===== config.mk =====
export PLATFORM = sky130hd
export DESIGN_NAME = mul_div_mac_register_unit_core_flat
export DESIGN_NICKNAME = d
export VERILOG_FILES = /design/src/rtl/mdmac_pkg.sv /design/src/rtl/mdmac_if.sv /design/src/rtl/mul_div_mac_register_unit_core.sv /design/src/flat_wrapper.sv
export SDC_FILE = /design/constraint.sdc
export NUM_CORES = 1
export LEC_CHECK = 0
export BUFFER_PORTS_ARGS = -buffer_cell sky130_fd_sc_hd__buf_2
export CORE_MARGIN = 2
export CORE_UTILIZATION = 35
export DETAILED_ROUTE_END_ITERATION = 10
export MAX_ROUTING_LAYER = met4
export SETUP_SLACK_MARGIN = 0.3
export SYNTH_ARGS = -nofsm -noshare
export SYNTH_HDL_FRONTEND = slang
export SYNTH_SLANG_ARGS = --single-unit

===== constraint.sdc =====
create_clock -name clk -period 7.7 [get_ports clk]
set_clock_uncertainty 0.2 [all_clocks]
set_input_delay 1.54 -clock clk [delete_from_list [all_inputs] [get_ports clk]]
set_output_delay 1.54 -clock clk [all_outputs]
set_load 0.02 [all_outputs]

===== src/rtl/mdmac_pkg.sv =====
package mdmac_pkg;

  localparam int OFF_W  = 3;
  localparam int BYTE_W = 8;
  localparam int OPND_W = 16;
  localparam int WORD_W = 32;
  localparam int ACC_W  = 64;
  localparam int MODE_W = 2;
  localparam int CNT_W  = 4;

  localparam logic OP_READ  = 1'b0;
  localparam logic OP_WRITE = 1'b1;

  localparam logic [OFF_W-1:0] REG_CTRL   = 3'd0;
  localparam logic [OFF_W-1:0] REG_OPA_LO = 3'd1;
  localparam logic [OFF_W-1:0] REG_OPA_HI = 3'd2;
  localparam logic [OFF_W-1:0] REG_OPB_LO = 3'd3;
  localparam logic [OFF_W-1:0] REG_OPB_HI = 3'd4;
  localparam logic [OFF_W-1:0] RD_MAX     = 3'd4;

  localparam logic [MODE_W-1:0] MODE_MUL = 2'd0;
  localparam logic [MODE_W-1:0] MODE_DIV = 2'd1;

  localparam int CTRL_CLR_BIT = 1;
  localparam int OVF_LO       = 32;
  localparam int OVF_HI       = 55;

  localparam logic [CNT_W-1:0] CNT_LAST = 4'd15;

endpackage


===== src/rtl/mdmac_if.sv =====
interface mdmac_in_if import mdmac_pkg::*; ();
  logic              valid;
  logic              ready;
  logic              operation;
  logic [OFF_W-1:0]  reg_offset;
  logic [BYTE_W-1:0] wdata;

  modport source (output valid, operation, reg_offset, wdata, input ready);
  modport sink (input valid, operation, reg_offset, wdata, output ready);
endinterface

interface mdmac_out_if import mdmac_pkg::*; ();
  logic              valid;
  logic              ready;
  logic [BYTE_W-1:0] rdata;
  logic              overflow_flag;

  modport source (output valid, rdata, overflow_flag, input ready);
  modport sink (input valid, rdata, overflow_flag, output ready);
endinterface


===== src/rtl/mul_div_mac_register_unit_core.sv =====
// reads and register writes that start nothing: result registered in the cycle after the beat
// operand_b high byte write: 16 iterations of one shared 32-bit add/subtract unit
// (shift-add multiply, also for multiply-accumulate, or restoring divide), then the S_DONE finish state
// divide by zero starts nothing and clears the accumulator; no new beat is taken while an operation runs
// synchronous active-low reset clears operands, mode, accumulator and overflow flag
module mul_div_mac_register_unit_core import mdmac_pkg::*; (
  input  logic              clk,
  input  logic              rst_n,
  mdmac_in_if.sink          in_ch,
  mdmac_out_if.source       out_ch
);

  localparam logic [1:0] S_IDLE = 2'd0;
  localparam logic [1:0] S_RUN  = 2'd1;
  localparam logic [1:0] S_DONE = 2'd2;

  logic [1:0]        state_r, state_nxt;
  logic [CNT_W-1:0]  cnt_r, cnt_nxt;
  logic [OPND_W-1:0] opa_r, opa_nxt;
  logic [OPND_W-1:0] opb_r, opb_nxt;
  logic [MODE_W-1:0] mode_r, mode_nxt;
  logic [ACC_W-1:0]  acc_r, acc_nxt;
  logic              ovf_r, ovf_nxt;
  logic [WORD_W-1:0] work_r, work_nxt;
  logic [WORD_W-1:0] mcand_r, mcand_nxt;
  logic [OPND_W-1:0] mplier_r, mplier_nxt;
  logic              aneg_r, aneg_nxt;
  logic              out_valid_r, out_valid_nxt;
  logic [BYTE_W-1:0] out_rdata_r, out_rdata_nxt;
  logic              out_ovf_r, out_ovf_nxt;

  logic              in_fire;
  logic              div_mode;
  logic [WORD_W-1:0] add_a, add_b, add_sum;
  logic              add_sub;
  logic [ACC_W-1:0]  acc_shift;
  logic [BYTE_W-1:0] rd_byte;
  logic [OPND_W-1:0] opb_new;
  logic [ACC_W-1:0]  prod_ext, mac_sum;
  logic [OPND_W-1:0] q16, r16;
  logic              q_neg;
  logic [WORD_W-1:0] div_word;

  assign in_ch.ready = (state_r == S_IDLE) && (!out_valid_r || out_ch.ready);
  assign in_fire     = in_ch.valid && in_ch.ready;

  assign out_ch.valid         = out_valid_r;
  assign out_ch.rdata         = out_rdata_r;
  assign out_ch.overflow_flag = out_ovf_r;

  // shared add/subtract unit
  assign div_mode = (mode_r == MODE_DIV);
  assign add_a    = div_mode ? {15'd0, work_r[OPND_W-1:0], mplier_r[OPND_W-1]} : work_r;
  assign add_sub  = div_mode || (cnt_r == CNT_LAST);
  assign add_b    = add_sub ? ~mcand_r : mcand_r;
  assign add_sum  = add_a + add_b + {31'd0, add_sub};

  assign acc_shift = acc_r >> {in_ch.reg_offset, 3'b000};
  assign rd_byte   = (in_ch.reg_offset <= RD_MAX) ? acc_shift[BYTE_W-1:0] : '0;
  assign opb_new   = {in_ch.wdata, opb_r[BYTE_W-1:0]};

  assign prod_ext = {{WORD_W{work_r[WORD_W-1]}}, work_r};
  assign mac_sum  = acc_r + prod_ext;

  // sign fix of quotient and remainder
  assign q16      = aneg_r ? (~mplier_r + 16'd1) : mplier_r;
  assign r16      = aneg_r ? (~work_r[OPND_W-1:0] + 16'd1) : work_r[OPND_W-1:0];
  assign q_neg    = aneg_r && (mplier_r != '0);
  assign div_word = {({OPND_W{q_neg}} | r16), q16};

  always_comb begin
    state_nxt     = state_r;
    cnt_nxt       = cnt_r;
    opa_nxt       = opa_r;
    opb_nxt       = opb_r;
    mode_nxt      = mode_r;
    acc_nxt       = acc_r;
    ovf_nxt       = ovf_r;
    work_nxt      = work_r;
    mcand_nxt     = mcand_r;
    mplier_nxt    = mplier_r;
    aneg_nxt      = aneg_r;
    out_valid_nxt = out_valid_r && !out_ch.ready;
    out_rdata_nxt = out_rdata_r;
    out_ovf_nxt   = out_ovf_r;

    case (state_r)
      S_IDLE: begin
        if (in_fire) begin
          out_valid_nxt = 1'b1;
          out_rdata_nxt = '0;
          out_ovf_nxt   = ovf_r;
          if (in_ch.operation == OP_READ) begin
            out_rdata_nxt = rd_byte;
          end else begin
            case (in_ch.reg_offset)
              REG_CTRL: begin
                mode_nxt = in_ch.wdata[MODE_W-1:0];
                if (in_ch.wdata[CTRL_CLR_BIT]) begin
                  acc_nxt = '0;
                end
              end
              REG_OPA_LO: opa_nxt = {opa_r[OPND_W-1:BYTE_W], in_ch.wdata};
              REG_OPA_HI: opa_nxt = {in_ch.wdata, opa_r[BYTE_W-1:0]};
              REG_OPB_LO: opb_nxt = {opb_r[OPND_W-1:BYTE_W], in_ch.wdata};
              REG_OPB_HI: begin
                opb_nxt = opb_new;
                if (div_mode && (opb_new == '0)) begin
                  acc_nxt = '0;
                end else begin
                  out_valid_nxt = 1'b0;
                  state_nxt     = S_RUN;
                  cnt_nxt       = '0;
                  work_nxt      = '0;
                  if (div_mode) begin
                    mcand_nxt  = {16'd0, opb_new};
                    mplier_nxt = opa_r[OPND_W-1] ? (~opa_r + 16'd1) : opa_r;
                    aneg_nxt   = opa_r[OPND_W-1];
                  end else begin
                    mcand_nxt  = {{OPND_W{opa_r[OPND_W-1]}}, opa_r};
                    mplier_nxt = opb_new;
                  end
                end
              end
              default: ;
            endcase
          end
        end
      end
      S_RUN: begin
        cnt_nxt = cnt_r + 4'd1;
        if (cnt_r == CNT_LAST) begin
          state_nxt = S_DONE;
        end
        if (div_mode) begin
          if (add_sum[WORD_W-1]) begin
            work_nxt   = add_a;
            mplier_nxt = {mplier_r[OPND_W-2:0], 1'b0};
          end else begin
            work_nxt   = add_sum;
            mplier_nxt = {mplier_r[OPND_W-2:0], 1'b1};
          end
        end else begin
          if (mplier_r[0]) begin
            work_nxt = add_sum;
          end
          mplier_nxt = {1'b0, mplier_r[OPND_W-1:1]};
          mcand_nxt  = {mcand_r[WORD_W-2:0], 1'b0};
        end
      end
      S_DONE: begin
        state_nxt     = S_IDLE;
        out_valid_nxt = 1'b1;
        out_rdata_nxt = '0;
        out_ovf_nxt   = ovf_r;
        if (mode_r == MODE_MUL) begin
          acc_nxt = prod_ext;
        end else if (div_mode) begin
          acc_nxt = {{WORD_W{div_word[WORD_W-1]}}, div_word};
        end else begin
          acc_nxt = mac_sum;
          if (mac_sum[OVF_HI:OVF_LO] != '0) begin
            ovf_nxt     = 1'b1;
            out_ovf_nxt = 1'b1;
          end
        end
      end
      default: state_nxt = S_IDLE;
    endcase
  end

  always_ff @(posedge clk) begin
    if (!rst_n) begin
      state_r     <= S_IDLE;
      cnt_r       <= '0;
      opa_r       <= '0;
      opb_r       <= '0;
      mode_r      <= MODE_MUL;
      acc_r       <= '0;
      ovf_r       <= 1'b0;
      out_valid_r <= 1'b0;
    end else begin
      state_r     <= state_nxt;
      cnt_r       <= cnt_nxt;
      opa_r       <= opa_nxt;
      opb_r       <= opb_nxt;
      mode_r      <= mode_nxt;
      acc_r       <= acc_nxt;
      ovf_r       <= ovf_nxt;
      out_valid_r <= out_valid_nxt;
    end
  end

  always_ff @(posedge clk) begin
    work_r      <= work_nxt;
    mcand_r     <= mcand_nxt;
    mplier_r    <= mplier_nxt;
    aneg_r      <= aneg_nxt;
    out_rdata_r <= out_rdata_nxt;
    out_ovf_r   <= out_ovf_nxt;
  end

endmodule


===== src/flat_wrapper.sv =====
// flat-port wrapper written by rule: the top's interface ports become plain ports
module mul_div_mac_register_unit_core_flat import mdmac_pkg::*;
  (clk, rst_n, in_ch_valid, in_ch_operation, in_ch_reg_offset, in_ch_wdata, in_ch_ready, out_ch_valid, out_ch_rdata, out_ch_overflow_flag, out_ch_ready);
  mdmac_in_if in_ch_i ();
  mdmac_out_if out_ch_i ();
  input  logic clk;
  input  logic rst_n;
  input wire logic [$bits(in_ch_i.valid)-1:0] in_ch_valid;
  input wire logic [$bits(in_ch_i.operation)-1:0] in_ch_operation;
  input wire logic [$bits(in_ch_i.reg_offset)-1:0] in_ch_reg_offset;
  input wire logic [$bits(in_ch_i.wdata)-1:0] in_ch_wdata;
  output wire logic [$bits(in_ch_i.ready)-1:0] in_ch_ready;
  output wire logic [$bits(out_ch_i.valid)-1:0] out_ch_valid;
  output wire logic [$bits(out_ch_i.rdata)-1:0] out_ch_rdata;
  output wire logic [$bits(out_ch_i.overflow_flag)-1:0] out_ch_overflow_flag;
  input wire logic [$bits(out_ch_i.ready)-1:0] out_ch_ready;
  assign in_ch_i.valid = in_ch_valid;
  assign in_ch_i.operation = in_ch_operation;
  assign in_ch_i.reg_offset = in_ch_reg_offset;
  assign in_ch_i.wdata = in_ch_wdata;
  assign in_ch_ready = in_ch_i.ready;
  assign out_ch_valid = out_ch_i.valid;
  assign out_ch_rdata = out_ch_i.rdata;
  assign out_ch_overflow_flag = out_ch_i.overflow_flag;
  assign out_ch_i.ready = out_ch_ready;
  mul_div_mac_register_unit_core u_core (.clk(clk), .rst_n(rst_n), .in_ch(in_ch_i), .out_ch(out_ch_i));
endmodule

Word-level counts from Yosys, hierarchy flattened
Index checks and enable logic that the tools add are counted.

storage, ports and cells
  bits of input ports = 16
  logic and storage cells = 142
  output and inout port bits = 11
  flip-flop bits (word level) = 188

cells by class
  reductions and logical operators = 28
  $add $sub $neg = 7
  bitwise operators = 9
  magnitude comparators = 1
  eq/ne operators = 18
  shift-type cells = 1
  mux-type cells = 63

operators with widths
  operator                                                          count
  32-bit two-way mux                                                15
  64-bit two-way mux                                                6
  64-bit case mux with 2 select lines                               2
  16-bit two-way mux                                                9
  32-bit case mux with 2 select lines                               2
  64-bit adder                                                      1
  16-bit case mux with 2 select lines                               2
  64-bit by 6-bit >> shifter with 8-bit output                      1
  16-bit by 1-bit adder with 16-bit output (second input constant)  3
  16-bit inverter                                                   3
  32-bit by 1-bit adder with 32-bit output                          1
  32-bit adder                                                      1
  32-bit inverter                                                   1
  8-bit case mux with 2 select lines                                2
  5-bit AND reduction                                               5
  8-bit two-way mux                                                 3
  6-bit AND reduction                                               4
  24-bit nonzero test                                               1
  16-bit zero test                                                  1
  4-bit two-way mux                                                 4
  16-bit OR                                                         1
  16-bit nonzero test                                               1
  2-bit two-way mux                                                 5
  1-bit two-way mux                                                 9
  other kinds (24)                                                  44

Longest topological paths before layout
  depth after elaboration = 9
  mapped depth = 20
  depth with buffers taken out = 16

Least setup slack after synthesis
OpenSTA, ideal clock, no wires.

  kind = input to register
  start = input out_ch_ready
  end = register u_core.mcand_r[0], enable pin
  buffers on the path = 0
  setup slack = 0.927 ns
  required time = 7.030 ns
  cell stages on the path = 5
  data arrival time = 6.103 ns
  library setup time = 0.470 ns
  cell sequence = nor2b_1 > nor3_1 > nand4_1 > a21oi_1 > a21boi_0

on the way
  word-level cells in the longest chain between the ends = 5

ends and longest elaborated chain
  what                                                line                                   text
  from (decl)                                         flat_wrapper.sv:16                     input wire logic [$bits(out_ch_i.ready)-1:0] out_ch_ready;
  1-bit logical OR                                    mul_div_mac_register_unit_core.sv:44   assign in_ch.ready = (state_r == S_IDLE) && (!out_valid_r || out_ch.ready);
  1-bit logical AND                                   mul_div_mac_register_unit_core.sv:44
  net in_ch_ready                                     flat_wrapper.sv:12                     output wire logic [$bits(in_ch_i.ready)-1:0] in_ch_ready;
  1-bit logical AND                                   mul_div_mac_register_unit_core.sv:45   assign in_fire = in_ch.valid && in_ch.ready;
  2-bit by 1-bit != test with 1-bit output (no line)  n/a
  6-bit AND reduction (no line)                       n/a
  to (signal assigned)                                mul_div_mac_register_unit_core.sv:196  mcand_r <= mcand_nxt;
  to (decl)                                           mul_div_mac_register_unit_core.sv:25   logic [WORD_W-1:0] mcand_r, mcand_nxt;

The timed path passes the listed nets, and every way through them passes these cells.
A chain may end at the register's enable or synchronous reset.

Final worst setup path
  start = register u_core.mode_r[0]
  end = register u_core.work_r[26], data pin

on the way
  word-level cells in the longest chain between the ends = 8
  elaborated cells between the ends (all ways) = 10
  classes of those cells = add/sub (2); eq/ne (1); mux (6); reduce/logical (1)

ends and longest elaborated chain
  what                                          line                                                                          text
  from (decl)                                   mul_div_mac_register_unit_core.sv:21                                          logic [MODE_W-1:0] mode_r, mode_nxt;
  from (signal assigned)                        mul_div_mac_register_unit_core.sv:187                                         mode_r <= mode_nxt;
  2-bit by 1-bit == test with 1-bit output (*)  mul_div_mac_register_unit_core.sv:52                                          assign div_mode = (mode_r == MODE_DIV);
  1-bit logical OR                              mul_div_mac_register_unit_core.sv:54                                          assign add_sub = div_mode || (cnt_r == CNT_LAST);
  32-bit two-way mux                            mul_div_mac_register_unit_core.sv:55                                          assign add_b = add_sub ? ~mcand_r : mcand_r;
  32-bit adder                                  mul_div_mac_register_unit_core.sv:56                                          assign add_sum = add_a + add_b + {31'd0, add_sub};
  32-bit by 1-bit adder with 32-bit output      mul_div_mac_register_unit_core.sv:56
  32-bit two-way mux, on equally long branches  mul_div_mac_register_unit_core.sv:144, mul_div_mac_register_unit_core.sv:136
  32-bit two-way mux (*)                        mul_div_mac_register_unit_core.sv:135                                         if (div_mode) begin
  32-bit case mux with 2 select lines (*)       mul_div_mac_register_unit_core.sv:87                                          case (state_r)
  to (signal assigned)                          mul_div_mac_register_unit_core.sv:195                                         work_r <= work_nxt;
  to (decl)                                     mul_div_mac_register_unit_core.sv:24                                          logic [WORD_W-1:0] work_r, work_nxt;

Mark *: on every way between the ends. The rest lies on a longest branch, timed or not. The select of a mux whose other input is x is not followed.

==> run_results.csv <==
group,metric,value,unit
synth,syn-num-nets,2021,
synth,yosysWarningCount,0,
place,dp_hpwl,38100,um
setup_path,crit_path_max_incr_delay,0.83,ns
setup_path,timing.rr.start,"u_core.mode_r[0]",
cts,clkTransAtPathRegs,0.08,ns
cells_and_area,area_growth,7.94,%
synth,syn_avg_cell_area,8.24,sq um
sta,maxSlewViolCount,0,
sta,fin_setup_tns,0,ns
floorplan,dieArea,46600,sq um
sta,fin_ws,1.88,ns
cts,tritoncts,"built",
sta,fin_crit_sh,75.5,%
power_and_ir_drop,leakagePower,6.78,nW
cells_and_area,layout-drive-gt1-share,8.07,%
min_path,hp-class,"reg2reg",
cts,clk_path_buf_depth,2,
sta,hold_viol,0,
sta,max-slew-margin-rel,21.3,%
sta,rsz0062_at_grt,"false",
setup_path,slowest_stage,"nand2_1",
floorplan,coreArea,44200,sq um
global_route,antenna_found_initial,0,
place,post-place-ws,1.95,ns
synth,syn-cell-area,15700,sq um
global_route,grt_pass1_vias,13700,
cells_and_area,stdcell_count,2464,
floorplan,ios,27,
synth,ys_types,80,
setup_path,crit_start,"u_core.mode_r[0]",
floorplan,start_util,35.5,%
floorplan,die_width,216,um
setup_path,setup.worst_path.end_class,"flip-flop",
synth,synth-main-ff-cell,"dfxtp_1",
cells_and_area,final.fill_count,4535,
place,gp_congestion,0.984,
floorplan,die_y,216,um
detailed_routing,num_vias,14500,
place,place.port_buffers,26,
synth,synthCells,1906,
detailed_routing,first_iter_violations,1350,
setup_path,worst-path-max-fanout,21,
cts,cts_hold_buf,0,
power_and_ir_drop,intPower,1.61,mW
status,status,"finished, final reports clean",
job,max_cap_violations,0,
sta,min_period,5.82,ns
cts,clock-sinks,188,
synth,synth_top_area_share,17.2,%
setup_path,cp_cell_sequence,"buf_4 > nand2_1 > nand2_1 > buf_4 > xor2_1 > ha_1 > nand3_1 > nor4_1 > o211ai_1 > o211ai_1 > nand4_1 > a31oi_1 > a31oi_1 > o21ai_2 > buf_4 > nand2_1 > nor3b_1",
power_and_ir_drop,combPwrFrac,10.2,%
detailed_routing,finalWirelength,51400,um
global_route,grt_overflow,0,
detailed_routing,drt-pass1-iter-count,5,
global_route,grt_max_degree,93,
cells_and_area,multi_input_area,10500,sq um
power_and_ir_drop,power.share.sequential,48.4,%
cts,cts_buffers,17,
detailed_routing,drc,0,
floorplan,rows,77,
cts,postCtsSetupBuffers,0,
power_and_ir_drop,swShare,27.8,%
detailed_routing,viasPerCell,5.87,
setup_path,critPathArrivalTime,5.91,ns
synth,yosys_register_bits,188,
synth,async_flop_share,0,%
sta,worst_pin_slew,1.18,ns
power_and_ir_drop,switchingPower,0.619,mW
setup_path,r2r_cells,17,
power_and_ir_drop,peakVddDrop,0.166,mV
global_route,grt_pass1_wl,80100,um
sta,whs,0.256,ns
cells_and_area,register_area,4670,sq um
place,dp.cells,2432,
cts,post_cts_resized,0,
power_and_ir_drop,clkPwrFrac,41.4,%
synth,synth.top_cells.by_count,"nand2_1, nor2_1, a21oi_1",
setup_path,critPathKind,"reg2reg",
setup_path,r2r-end,"u_core.work_r[26]",
cells_and_area,layout.nets,1974,
synth,yosysSeqAreaShare,29.7,%
synth,synth.most_common_cell,"nand2_1",
synth,synth_edf_count,90,
detailed_routing,ant_nets,0,
cts,insertion_delay,0.47,ns
setup_path,rrSetupSlack,1.88,ns
setup_path,worstPathRequired,7.80,ns
detailed_routing,wire_per_inst,20.9,um
setup_path,endpoint,"u_core.work_r[26]",
sta,fmax,0.172,GHz
sta,finalSetupViolCount,0,
global_route,grt_usage,22.6,%
cts,cts-root-buf,"clkbuf_16",
cts,htree_levels,4,
cells_and_area,insertedDiodeCount,0,
synth,yosysTopAreaCell,"edfxtp_1",
setup_path,startpoint_type,"flip-flop",
power_and_ir_drop,power_density,131,nW/um^2
synth,synth_area_leaders,"edfxtp_1, dfxtp_1, ha_1",
state kept, by name, indices dropped and copies added (netlist names):
name	flops
u_core.out_ch.overflow_flag	1
u_core.out_ch.rdata	8
u_core.ovf_r	1
u_core.aneg_r	1
u_core.out_ch.valid	1
u_core.mode_r	2
u_core.opa_r	16
u_core.opb_r	8
u_core.mcand_r	32
u_core.state_r	2
u_core.cnt_r	4
u_core.mplier_r	16
u_core.work_r	32
u_core.acc_r	64
metrics by stage:
step	util (%)	cell area [sq um]	total power, mW
3_3_place_gp	37.0	16400	1.32
6_report	38.3	16900	2.23
2_1_floorplan	-	15700	1.26
3_5_place_dp	37.0	16400	1.32
4_1_cts	38.3	16900	2.24
5_1_grt	38.3	16900	2.30
placed cells by master, fill, tap and decap left out, types with 13 or more instances in the layout:
cell type  count
a211oi_1      30
mux4_2        28
nand3_1       32
xor2_1        87
o31ai_1       17
nor4_1        15
nand2b_1      15
nor3_1        28
o21a_1        13
mux2i_1       43
edfxtp_1      90
and3_1        18
nor2_1       215
and2_1        14
o211ai_1      21
dfxtp_1       97
a31oi_1       39
a21oi_1      191
inv_1         28
clkbuf_16     19
o21ai_0      109
buf_2         26
a21o_1        59
buf_4         23
xnor2_1       63
nand4_1       23
nor2b_1       29
nand2_1      218
or3_1         14
ha_1          97
power by group through the flow:
| stage | sequential (mW) | clock [mW] | combinational, mW |
|---|---|---|---|
| global placement | 1.10 | 0 | 0.222 |
| global route | 1.08 | 0.975 | 0.249 |
| detailed placement | 1.10 | 0 | 0.224 |
| finish | 1.08 | 0.922 | 0.226 |
| CTS | 1.08 | 0.940 | 0.225 |
| floorplan | 1.10 | 0 | 0.162 |
layer usage:
metal / wire length [um] / GRT usage [%] / part of all wire (%)
met3: 2770 / 3.41 / 5.4
met1: 23200 / 29.4 / 45
met4: 1610 / 8.14 / 3.1
met5: 0 / - / 0
met2: 23900 / 35.6 / 46
area by class of cell:
class,count,share of cell area (%)
well taps,592,4.37
flip-flops and latches,188,27.5
repair buffers,49,1.79
multi-input cells,1574,62.1
clock buffers,20,2.83
clock inverters,12,0.701
inverters,29,0.642
cell families after synthesis:
group	after synthesis	synth area share (%)
compound gates	587	23.9
xor+xnor	150	8.37
fa+ha+maj	99	7.98
buf+inv	144	3.62
flops	188	29.7
mux	71	6.76
simple gates	667	19.7
how the worst min path moves through the flow:
stage	start	to	slack, ns	cells after the start
2_1_floorplan	u_core.opa_r[15]	u_core.aneg_r	0.21	0
3_3_place_gp	u_core.acc_r[60]	u_core.acc_r[60]	0.24	2
3_5_place_dp	u_core.acc_r[60]	u_core.acc_r[60]	0.25	2
4_1_cts	u_core.acc_r[56]	u_core.acc_r[56]	0.26	2
5_1_grt	u_core.acc_r[44]	u_core.acc_r[44]	0.28	2
6_report	u_core.acc_r[56]	u_core.acc_r[56]	0.26	2
critical path, delay by kind of cell (launching register included):
| kind | cells | cell delay, ns |
|---|---|---|
| buf+inv | 3 | 1.06 |
| simple gates | 7 | 2.07 |
| flops | 1 | 0.71 |
| fa+ha+maj | 1 | 0.39 |
| xor+xnor | 1 | 0.11 |
| compound gates | 5 | 1.08 |
Note: power is estimated with default switching activity, not from simulation.
